**src/hw/rtl/jbb_pkg.sv**
```systemverilog
// ---------------------------------------------------------------------------
// jbb_pkg
// Byte codes, token kinds and inter-module structs for the bracket checker.
// ---------------------------------------------------------------------------
`default_nettype none

package jbb_pkg;

  localparam logic [7:0] CH_QUOTE     = 8'h22;
  localparam logic [7:0] CH_BACKSLASH = 8'h5C;
  localparam logic [7:0] CH_LBRACE    = 8'h7B;
  localparam logic [7:0] CH_RBRACE    = 8'h7D;
  localparam logic [7:0] CH_LBRACKET  = 8'h5B;
  localparam logic [7:0] CH_RBRACKET  = 8'h5D;

  typedef enum logic [2:0] {
    TOK_OTHER,
    TOK_QUOTE,
    TOK_BSLASH,
    TOK_LBRACE,
    TOK_RBRACE,
    TOK_LBRACK,
    TOK_RBRACK
  } tok_kind_t;

  // classified byte handed to the tracker
  typedef struct packed {
    logic      take;
    tok_kind_t kind;
    logic      last;
  } tok_t;

  // end-of-text verdict handed to the output stage
  typedef struct packed {
    logic fire;
    logic is_valid;
  } res_t;

endpackage

`default_nettype wire

```
**src/hw/rtl/jbb_track.sv**
```systemverilog
// ---------------------------------------------------------------------------
// jbb_track
// String/escape flags, nesting counters and sticky failure; emits verdict.
// ---------------------------------------------------------------------------
`default_nettype none

module jbb_track #(
  parameter int DEPTH_BITS = 8
) (
  input  wire logic      clk,
  input  wire logic      rst_n,
  input  jbb_pkg::tok_t  tok,
  output jbb_pkg::res_t  res
);

  localparam logic [DEPTH_BITS-1:0] LVL_ONE = DEPTH_BITS'(1);
  localparam logic [DEPTH_BITS-1:0] LVL_MAX = {DEPTH_BITS{1'b1}};

  logic                  in_str_r,  in_str_nxt;
  logic                  esc_r,     esc_nxt;
  logic                  fail_r,    fail_nxt;
  logic [DEPTH_BITS-1:0] brace_r,   brace_nxt;
  logic [DEPTH_BITS-1:0] brack_r,   brack_nxt;

  always_comb begin
    in_str_nxt = in_str_r;
    esc_nxt    = esc_r;
    fail_nxt   = fail_r;
    brace_nxt  = brace_r;
    brack_nxt  = brack_r;

    if (in_str_r) begin
      if (esc_r) begin
        esc_nxt = 1'b0;
      end else if (tok.kind == jbb_pkg::TOK_BSLASH) begin
        esc_nxt = 1'b1;
      end else if (tok.kind == jbb_pkg::TOK_QUOTE) begin
        in_str_nxt = 1'b0;
      end
    end else begin
      case (tok.kind)
        jbb_pkg::TOK_QUOTE: begin
          in_str_nxt = 1'b1;
          esc_nxt    = 1'b0;
        end
        jbb_pkg::TOK_LBRACE: begin
          if (brace_r == LVL_MAX) fail_nxt = 1'b1;
          else                    brace_nxt = brace_r + LVL_ONE;
        end
        jbb_pkg::TOK_RBRACE: begin
          if (brace_r == '0) fail_nxt = 1'b1;
          else               brace_nxt = brace_r - LVL_ONE;
        end
        jbb_pkg::TOK_LBRACK: begin
          if (brack_r == LVL_MAX) fail_nxt = 1'b1;
          else                    brack_nxt = brack_r + LVL_ONE;
        end
        jbb_pkg::TOK_RBRACK: begin
          if (brack_r == '0) fail_nxt = 1'b1;
          else               brack_nxt = brack_r - LVL_ONE;
        end
        default: begin
        end
      endcase
    end

    res.fire     = tok.take && tok.last;
    res.is_valid = !fail_nxt && !in_str_nxt && (brace_nxt == '0) && (brack_nxt == '0);
  end

  always_ff @(posedge clk) begin
    if (!rst_n || (tok.take && tok.last)) begin
      in_str_r <= 1'b0;
      esc_r    <= 1'b0;
      fail_r   <= 1'b0;
      brace_r  <= '0;
      brack_r  <= '0;
    end else if (tok.take) begin
      in_str_r <= in_str_nxt;
      esc_r    <= esc_nxt;
      fail_r   <= fail_nxt;
      brace_r  <= brace_nxt;
      brack_r  <= brack_nxt;
    end
  end

endmodule

`default_nettype wire

```
**config.mk**
```make
export PLATFORM = sky130hd
export DESIGN_NAME = jbb_track
export DESIGN_NICKNAME = d
export VERILOG_FILES = /design/src/hw/rtl/jbb_pkg.sv /design/src/hw/rtl/jbb_track.sv
export SDC_FILE = /design/constraint.sdc
export NUM_CORES = 1
export LEC_CHECK = 0
export ABC_AREA = 1
export BUFFER_PORTS_ARGS = -buffer_cell sky130_fd_sc_hd__buf_4
export CAP_MARGIN = 20
export CELL_PAD_IN_SITES_DETAIL_PLACEMENT = 0
export CELL_PAD_IN_SITES_GLOBAL_PLACEMENT = 1
export CORE_UTILIZATION = 42
export DETAILED_ROUTE_END_ITERATION = 16
export PLACE_DENSITY = 0.83
export SYNTH_ARGS = -nofsm -noshare
export SYNTH_HDL_FRONTEND = slang
export SYNTH_SLANG_ARGS = --single-unit
```
**constraint.sdc**
```tcl
create_clock -name clk -period 2.25 [get_ports clk]
set_input_delay 0.45 -clock clk [delete_from_list [all_inputs] [get_ports clk]]
set_output_delay 0.45 -clock clk [all_outputs]
set_load 0.01 [all_outputs]
```
==> impl_results.md, run 1 <==
* Reg clk slew, reported paths at roughly 80 ps
* Synth Area in Adders at approximately 3.6%
* Worst slew pin tran at 587 ps
* CTS Sinks at 19
* Number of buffers added to fix hold violations after cts at 0
* Total of max-cap violations at 0
* Multiplexer area fraction after synthesis at 0%
* Area of the multi-input gates at between 0.0015 and 0.002 mm^2
* Core area at approximately 0.0048 mm^2
* Starting density of the core at about 44%
* Final Hold Vio Count at 0
* Final Max Tran Viols at 0
* RSZ-0062 raised after global routing: true
* Clk root buf: clkbuf_8
* Setup crit end: res[0]
* Max VDD drop at roughly 0.48 mV
* # port buffers at 8
* Cells after Synth at 384
* Final Worst Setup Slack at -157 ps
* Tot Pwr at approximately 1.2 mW
* Final GP Congestion at around 0.87
* Final setup fails at 1
* First-pass GRT wire length at about 11 mm
* Die Wd at between 70 and 80 um
* Layout cells sized above 1 at approximately 33%
* Area taken by flip-flops and latches at 413 um^2
* Clock Tree Buf Depth at 2
* Main combinational cell family by area after synthesis: simple AND/OR/NAND/NOR gates
* R2R cell count at 14
* Total GRT Usage at between 20% and 30%
* WP data required at approximately 1800 ps
* Worst reg2reg path startpoint: brack_r[0]$_SDFFE_PP0P_
* Critical path's most frequent cell: nand3_1
* Simple-Gate Fraction of Synth Area at a little under 50%
* Top Layer Used: met4
* Diode count at 0
* Met3 WL at ~470 um
* Die ar. at 0.00529 mm^2
* Critical path class: reg -> out
* Final cell count without fillers at approximately 500
* CTS tree: done
* Dpl hpwl at just under 5 mm
* Grt total ovfl at 0
* Outcome: finished, violations left
* Xor/xnor share of the synthesized area at between 1.5 and 2%
* R2r setup slk at around 400 ps
* Final period utilization at 107%
* Met1 Wirelength at 3.26 mm
* LEAKAGE at 1.59 nW
* Via Count at between 2000 and 3000
* Yosys warns at 0
* TritonCTS Buffers at 3
* Area of the mapped netlist at between 0.002 and 0.0025 mm^2
* Slew margin rel. at between 60% and 70%
* Wire per inst at between 10 and 15 um
* Drt pass-1 iters at 5
* Vias/cell at between 5 and 6
* Commonest cells after routing, fill and taps aside: 110 x nand2_1, 63 x buf_4, 52 x nand3_1, 49 x inv_1, 25 x nor2_1
* Number of synthesized register bits at 19
* Antenna-violating nets left at 0
* Final WL at between 6 and 7 mm
* Power density cells at about 410 mW/mm^2
* DR iter-0 viols at around 270
* Worst Path Arrival at about 2000 ps
* Compound-gate portion of the synthesized area at between 10% and 20%
* Syn Area/Cell at about 5.5 um^2
* Count of nets after finishing at around 460
* Fin crit period at between 2000 and 2500 ps
* Die Ht at around 73 um
* Most common cell after layout, fill and taps aside: nand2_1
* Seq/Total Area, Yosys at between 10% and 20%
* Initial antenna violation count at 0
* Crit. Startpoint: brace_r[0]$_SDFFE_PP0P_
* Startpoint types: flip-flop
* H-tree levels at 1
* Number of core rows at 25
* # IOs at 9
* Clock Skews at 6.76 ps
* Crit-path slowest cell: dfxtp_4
* Hold Path Class: reg -> reg
* Placed cells at roughly 500
* Number of global-route vias before repair at between 2000 and 2500
* Violated checks: setup timing
* Clk Latency, worst-skew pair at 260 ps
* Netlist cell types at 28
* Crit end category: output port
* Largest net degree at the start of global routing at 26
* Max stage delay on crit path at 370 ps
* Syn_nets at ~400
* Worst Path Max Fanout at 4
* Met2 Routed Length at 2.64 mm
* Filler cells at 446
* RR Endpoint: brack_r[3]$_SDFFE_PP0P_
* Fmax at around 0.42 GHz
* Drt drc at 0
* Synthesis-to-finish area growth at 39.1%
* Worst hold path depth at 2
* Crit path cell chain: inv_4 -> ha_4 -> nand3_2 -> o21ai_1 -> nand2_1 -> nand3_1 -> nand4_1 -> nor2_1 -> nand3_1 -> nor2_2 -> buf_6
[critical path: cells and delay by family (launching register included)]
family                   cells  cell delay [ps]
flip-flops                   1              370
adder cells (fa/ha/maj)      1              150
AO/OA/AOI/OAI                1              220
buffers and inverters        2              200
AND/OR/NAND/NOR              7              750
[power by group]
group / internal [mW] / switching, mW
Combinational: 0.240 / 0.294
Clock: 0.126 / 0.123
Sequential: 0.357 / 0.0422
Total: 0.724 / 0.460
[routing by layer]
| layer | vias up | global-route usage [%] |
|---|---|---|
| li1 | 1347 | - |
| met1 | 1191 | 40.9 |
| met2 | 100 | 36.9 |
| met3 | 11 | 2.35 |
| met4 | 0 | 7.19 |
| met5 | - | 0 |
[logic make-up (layout without fill, tap and decap cells)]
kind of cell,count (synthesis),after routing
and+or+nand+nor,235,235
buffers and inverters,72,129
AOI/OAI and AO/OA,48,48
DFF,19,19
adders and majority gates,6,6
xor gates and xnor gates,4,4
[synth_stat cells]
master / n / area share [%]
inv_1: 56 / 10
nand2_2: 1 / 0.30
buf_6: 2 / 1.1
dfxtp_1: 19 / 18
nor2_1: 38 / 6.8
xor2_1: 4 / 1.7
a21oi_1: 14 / 3.3
nor3_1: 1 / 0.24
buf_4: 1 / 0.36
nand4_1: 7 / 2.1
ha_1: 6 / 3.6
nand3_1: 57 / 14
nor2_2: 4 / 1.2
a21boi_2: 1 / 0.54
nor2_4: 1 / 0.54
clkbuf_1: 6 / 1.1
a21oi_4: 2 / 1.5
a211oi_1: 1 / 0.36
o21ai_0: 20 / 4.8
o21ai_1: 1 / 0.24
buf_2: 4 / 0.95
nand3b_1: 1 / 0.36
nand2_1: 120 / 21
nand3_2: 3 / 1.4
nor3b_1: 1 / 0.36
inv_2: 3 / 0.54
o211ai_1: 9 / 3.2
or2_2: 1 / 0.30
[flip-flops by register name (all words and copies together), names as in the netlist]
register	cells
brack_r	8
brace_r	8
esc_r	1
in_str_r	1
fail_r	1
[repair_timing]
item | CTS | global route
resized for setup | 72 | 17
endpoints found under the setup margin | 1 | 1
pin swaps | 21 | 12
setup buffers | 6 | 2
[per-stage QoR]
| step | instance area (um^2) | utilization, % | setup slack, ps | setup TNS, ps | hold WS, ps |
|---|---|---|---|---|---|
| after floorplan | 2100 | - | 204 | 0 | 444 |
| after global placement | 2560 | 53.9 | -112 | -112 | 462 |
| after detailed placement | 2560 | 53.9 | -88.0 | -88.0 | 465 |
| after CTS | 2860 | 60.1 | -124 | -124 | 475 |
| after global routing | 2920 | 61.4 | -314 | -314 | 509 |
| final | 2920 | 61.4 | -157 | -157 | 476 |
[worst min path at each step]
| stage | from | to | slack [ps] |
|---|---|---|---|
| after floorplan | fail_r$_SDFFE_PP0P_ | fail_r$_SDFFE_PP0P_ | 440 |
| after global placement | fail_r$_SDFFE_PP0P_ | fail_r$_SDFFE_PP0P_ | 460 |
| after detailed placement | fail_r$_SDFFE_PP0P_ | fail_r$_SDFFE_PP0P_ | 460 |
| after CTS | fail_r$_SDFFE_PP0P_ | fail_r$_SDFFE_PP0P_ | 470 |
| after global routing | fail_r$_SDFFE_PP0P_ | fail_r$_SDFFE_PP0P_ | 510 |
| final | fail_r$_SDFFE_PP0P_ | fail_r$_SDFFE_PP0P_ | 480 |
[area by class of cell]
cell class | count | area share (%)
Sequential cell | 19 | 14.1
Tap cell | 67 | 2.87
Timing Repair Buffer | 66 | 17.4
Clock buffer | 4 | 1.54
Inverter | 59 | 7.93
Multi-Input combinational cell | 293 | 56.2
No activity file was read; power rests on OpenSTA's default activity.
==> run 2, diff against run 1 <==
Settings changed: CORE_ASPECT_RATIO from default to 0.5.
==> impl_results.md, run 2 (synthesis gave the netlist of run 1 again) <==
* Total of max-cap violations at 0 (unchanged)
* Worst slew pin tran at 586 ps (-1.87 ps)
* Vias/cell at 5.24 (+0.43%)
* Synthesis-to-finish area growth at 39.3%
* Drt pass-1 iters at 4 (-1)
* # port buffers at 8 (unchanged)
* WHS Endpoint: fail_r$_SDFFE_PP0P_
* Final setup fails at 1 (unchanged)
* TritonCTS Buffers at 3 (unchanged)
* DR iter-0 viols at 98 (-64%)
* Int Power at 0.716 mW (-1.1%)
* Final GP Congestion at 0.897 (+2.6%)
* Wire per inst at 12.9 um (+1.7%)
* Fmax at 0.410 GHz (-1.3%)
* Clock Tree Buf Depth at 2 (unchanged)
* Total GRT Usage at 26.9% (+0.93 points)
* WP data required at 1800 ps (about the same)
* Clk Latency, worst-skew pair at 260 ps (about the same)
* Combinational Power Share at 45.3% (about the same)
* Starting density of the core at 45.7% (+1.5 points)
* Final Max Tran Viols at 0 (unchanged)
* Antenna-violating nets left at 0 (unchanged)
* Crit end category: output port
* Drt drc at 0 (unchanged)
* Final cell count without fillers at 506 (-0.39%)
* Final Instance Area at 0.00292 mm^2 (+0.13%)
* First-pass GRT wire length at 11.1 mm (+3.4%)
* Switching share of total power at 38.8% (about the same)
* Worst hold path depth at 2 (unchanged)
* Crit-path slowest cell: dfxtp_4
* Initial antenna violation count at 0 (unchanged)
* Number of core rows at 17 (-32%)
* Largest net degree at the start of global routing at 26 (unchanged)
* Count of nets after finishing at 454 (-0.22%)
* Violated checks: setup timing
* Hold_sp: fail_r$_SDFFE_PP0P_
* Clk network pwr share at 20.4% (-0.7 points)
* NetSw at 0.455 mW (-1.0%)
* LEAKAGE at 1.59 nW (about the same)
* Diode count at 0 (unchanged)
* Area of the multi-input gates at 0.00166 mm^2 (+1.1%)
* Crit path cell chain: inv_6 -> ha_4 -> nand3_4 -> o21ai_4 -> nand3_2 -> nand2_2 -> nand2_1 -> nand2_1 -> nand2_1 -> nor2_1 -> nand3_1 -> nor2_1 -> buf_4
* Critical path class: reg -> out
* R2R cell count at 16 (+2)
* Hold Path Class: reg -> reg
* Worst slack, placed at -206 ps (-118 ps)
* Die Wd at 102 um (+40%)
* Worst Path Arrival at 1990 ps (+30 ps)
* Met3 WL at 365 um (-22%)
* Dpl hpwl at 4.88 mm (+0.22%)
* Final Util at 63.6% (+2.2 points)
* Max stage delay on crit path at 380 ps (about the same)
* Reg clk slew, reported paths at 80 ps (about the same)
* Startpoint types: flip-flop
* Fin crit period at 2440 ps (+31.9 ps)
* CTS tree: done
* Met1 Wirelength at 2.97 mm (-9.1%)
* Final period utilization at 108% (+1.4 points)
* Number of buffers added to fix hold violations after cts at 0 (unchanged)
* RSZ-0062 raised after global routing: true
* # IOs at 9 (unchanged)
* Final Hold Vio Count at 0 (unchanged)
* Area taken by flip-flops and latches at 415 um^2 (+0.61%)
* Critical path's most frequent cell: nand2_1
* Grt total ovfl at 0 (unchanged)
* Number of global-route vias before repair at 2514 (+9.3%)
* Slew margin rel. at 60.9% (+0.12 points)
* Power density cells at 400 mW/mm^2 (-1.2%)
* Commonest cells after routing, fill and taps aside: 113 x nand2_1, 65 x buf_4, 49 x nand3_1, 48 x inv_1, 27 x nor2_1
* Core area at 0.00459 mm^2 (-3.4%)
* Top Layer Used: met4
* Worst reg2reg path startpoint: brack_r[0]$_SDFFE_PP0P_
* Crit. Startpoint: brack_r[0]$_SDFFE_PP0P_
* Met2 Routed Length at 3.15 mm (+19%)
* Die Ht at 52.0 um (-28%)
* Die ar. at 0.00530 mm^2 (+0.33%)
* RR Endpoint: brack_r[3]$_SDFFE_PP0P_
* Layout cells sized above 1 at 32.7% (+0.074 points)
* Biggest regs: brace_r x8, brack_r x8
* Filler cells at 435 (-2.5%)
* Flop pwr share at 34.3% (+0.6 points)
* Clk root buf: clkbuf_8
* R2r setup slk at 240 ps (-160 ps)
* Worst Path Max Fanout at 4 (unchanged)
* Final WL at 6.55 mm (+1.3%)
* Placed cells at 492 (-1.2%)
* Final Worst Setup Slack at -189 ps (-31.9 ps)
* Clock Skews at 4.84 ps (-1.92 ps)
* Max VDD drop at 0.203 mV (-57%)
* Most common cell after layout, fill and taps aside: nand2_1
* Placed cell areas at 0.00252 mm^2 (-1.5%)
* Outcome: finished, violations left
* H-tree levels at 1 (unchanged)
* CTS Sinks at 19 (unchanged)
* Via Count at 2650 (+0.038%)
==> run 2: cell count changes in the layout (fill, tap and decap cells not counted), moves of 3 or more <==
| cell | previous run | this run |
|---|---|---|
| nor2_4 | 5 | 8 |
| buf_6 | 3 | 0 |
| nor2_2 | 13 | 8 |
| nand3_1 | 52 | 49 |
| nand2_1 | 110 | 113 |
| nand2_2 | 8 | 5 |
==> run 2: worst max path at each step <==
stage,endpoint,slack (ps),depth (start not counted)
4_1_cts,res[0],-140,13
3_5_place_dp,res[0],-210,11
6_report,res[0],-190,13
2_1_floorplan,res[0],200,10
5_1_grt,res[0],-320,13
3_3_place_gp,res[0],-220,11
==> run 2: power groups by stage <==
stage	Combinational [mW]	Clock, mW	Sequential [mW]
6_report	0.531	0.239	0.401
3_5_place_dp	0.436	0	0.397
5_1_grt	0.592	0.268	0.405
2_1_floorplan	0.299	0	0.381
4_1_cts	0.509	0.252	0.398
3_3_place_gp	0.430	0	0.398
==> run 2: timing repair <==
item	in CTS	in global routing
resized for setup	80	10
buffers inserted	9	2
setup endpoints to repair	1	1
pin swaps	18	10
==> run 2: layer usage <==
metal | up-vias | global-route usage, %
li1 | 1343 | -
met1 | 1232 | 32.4
met2 | 67 | 49.2
met3 | 8 | 5.38
met4 | 0 | 7.14
met5 | - | 0
==> run 2: stage by stage <==
| stage | power (mW) | hold WS [ps] | setup TNS, ps |
|---|---|---|---|
| after floorplan | 0.680 | 444 | 0 |
| after global placement | 0.828 | 459 | -219 |
| after detailed placement | 0.834 | 467 | -206 |
| after CTS | 1.16 | 480 | -137 |
| after global routing | 1.26 | 520 | -322 |
| final | 1.17 | 475 | -189 |
==> run 2: worst max-delay path: cells and delay by family, from the launching register on <==
family          cells  cell delay (ps)
simple gates        9              810
flops               1              380
buf+inv             2              210
compound gates      1              200
fa+ha+maj           1              140
==> run 2: area by class of cell <==
type	count	area share, %
Timing Repair Buffer	65	16.7
Multi-Input combinational cell	293	56.7
Clock inverter	1	0.171
Tap cell	66	2.82
Clock buffer	3	1.41
Sequential cell	19	14.2
Inverter	59	8.00
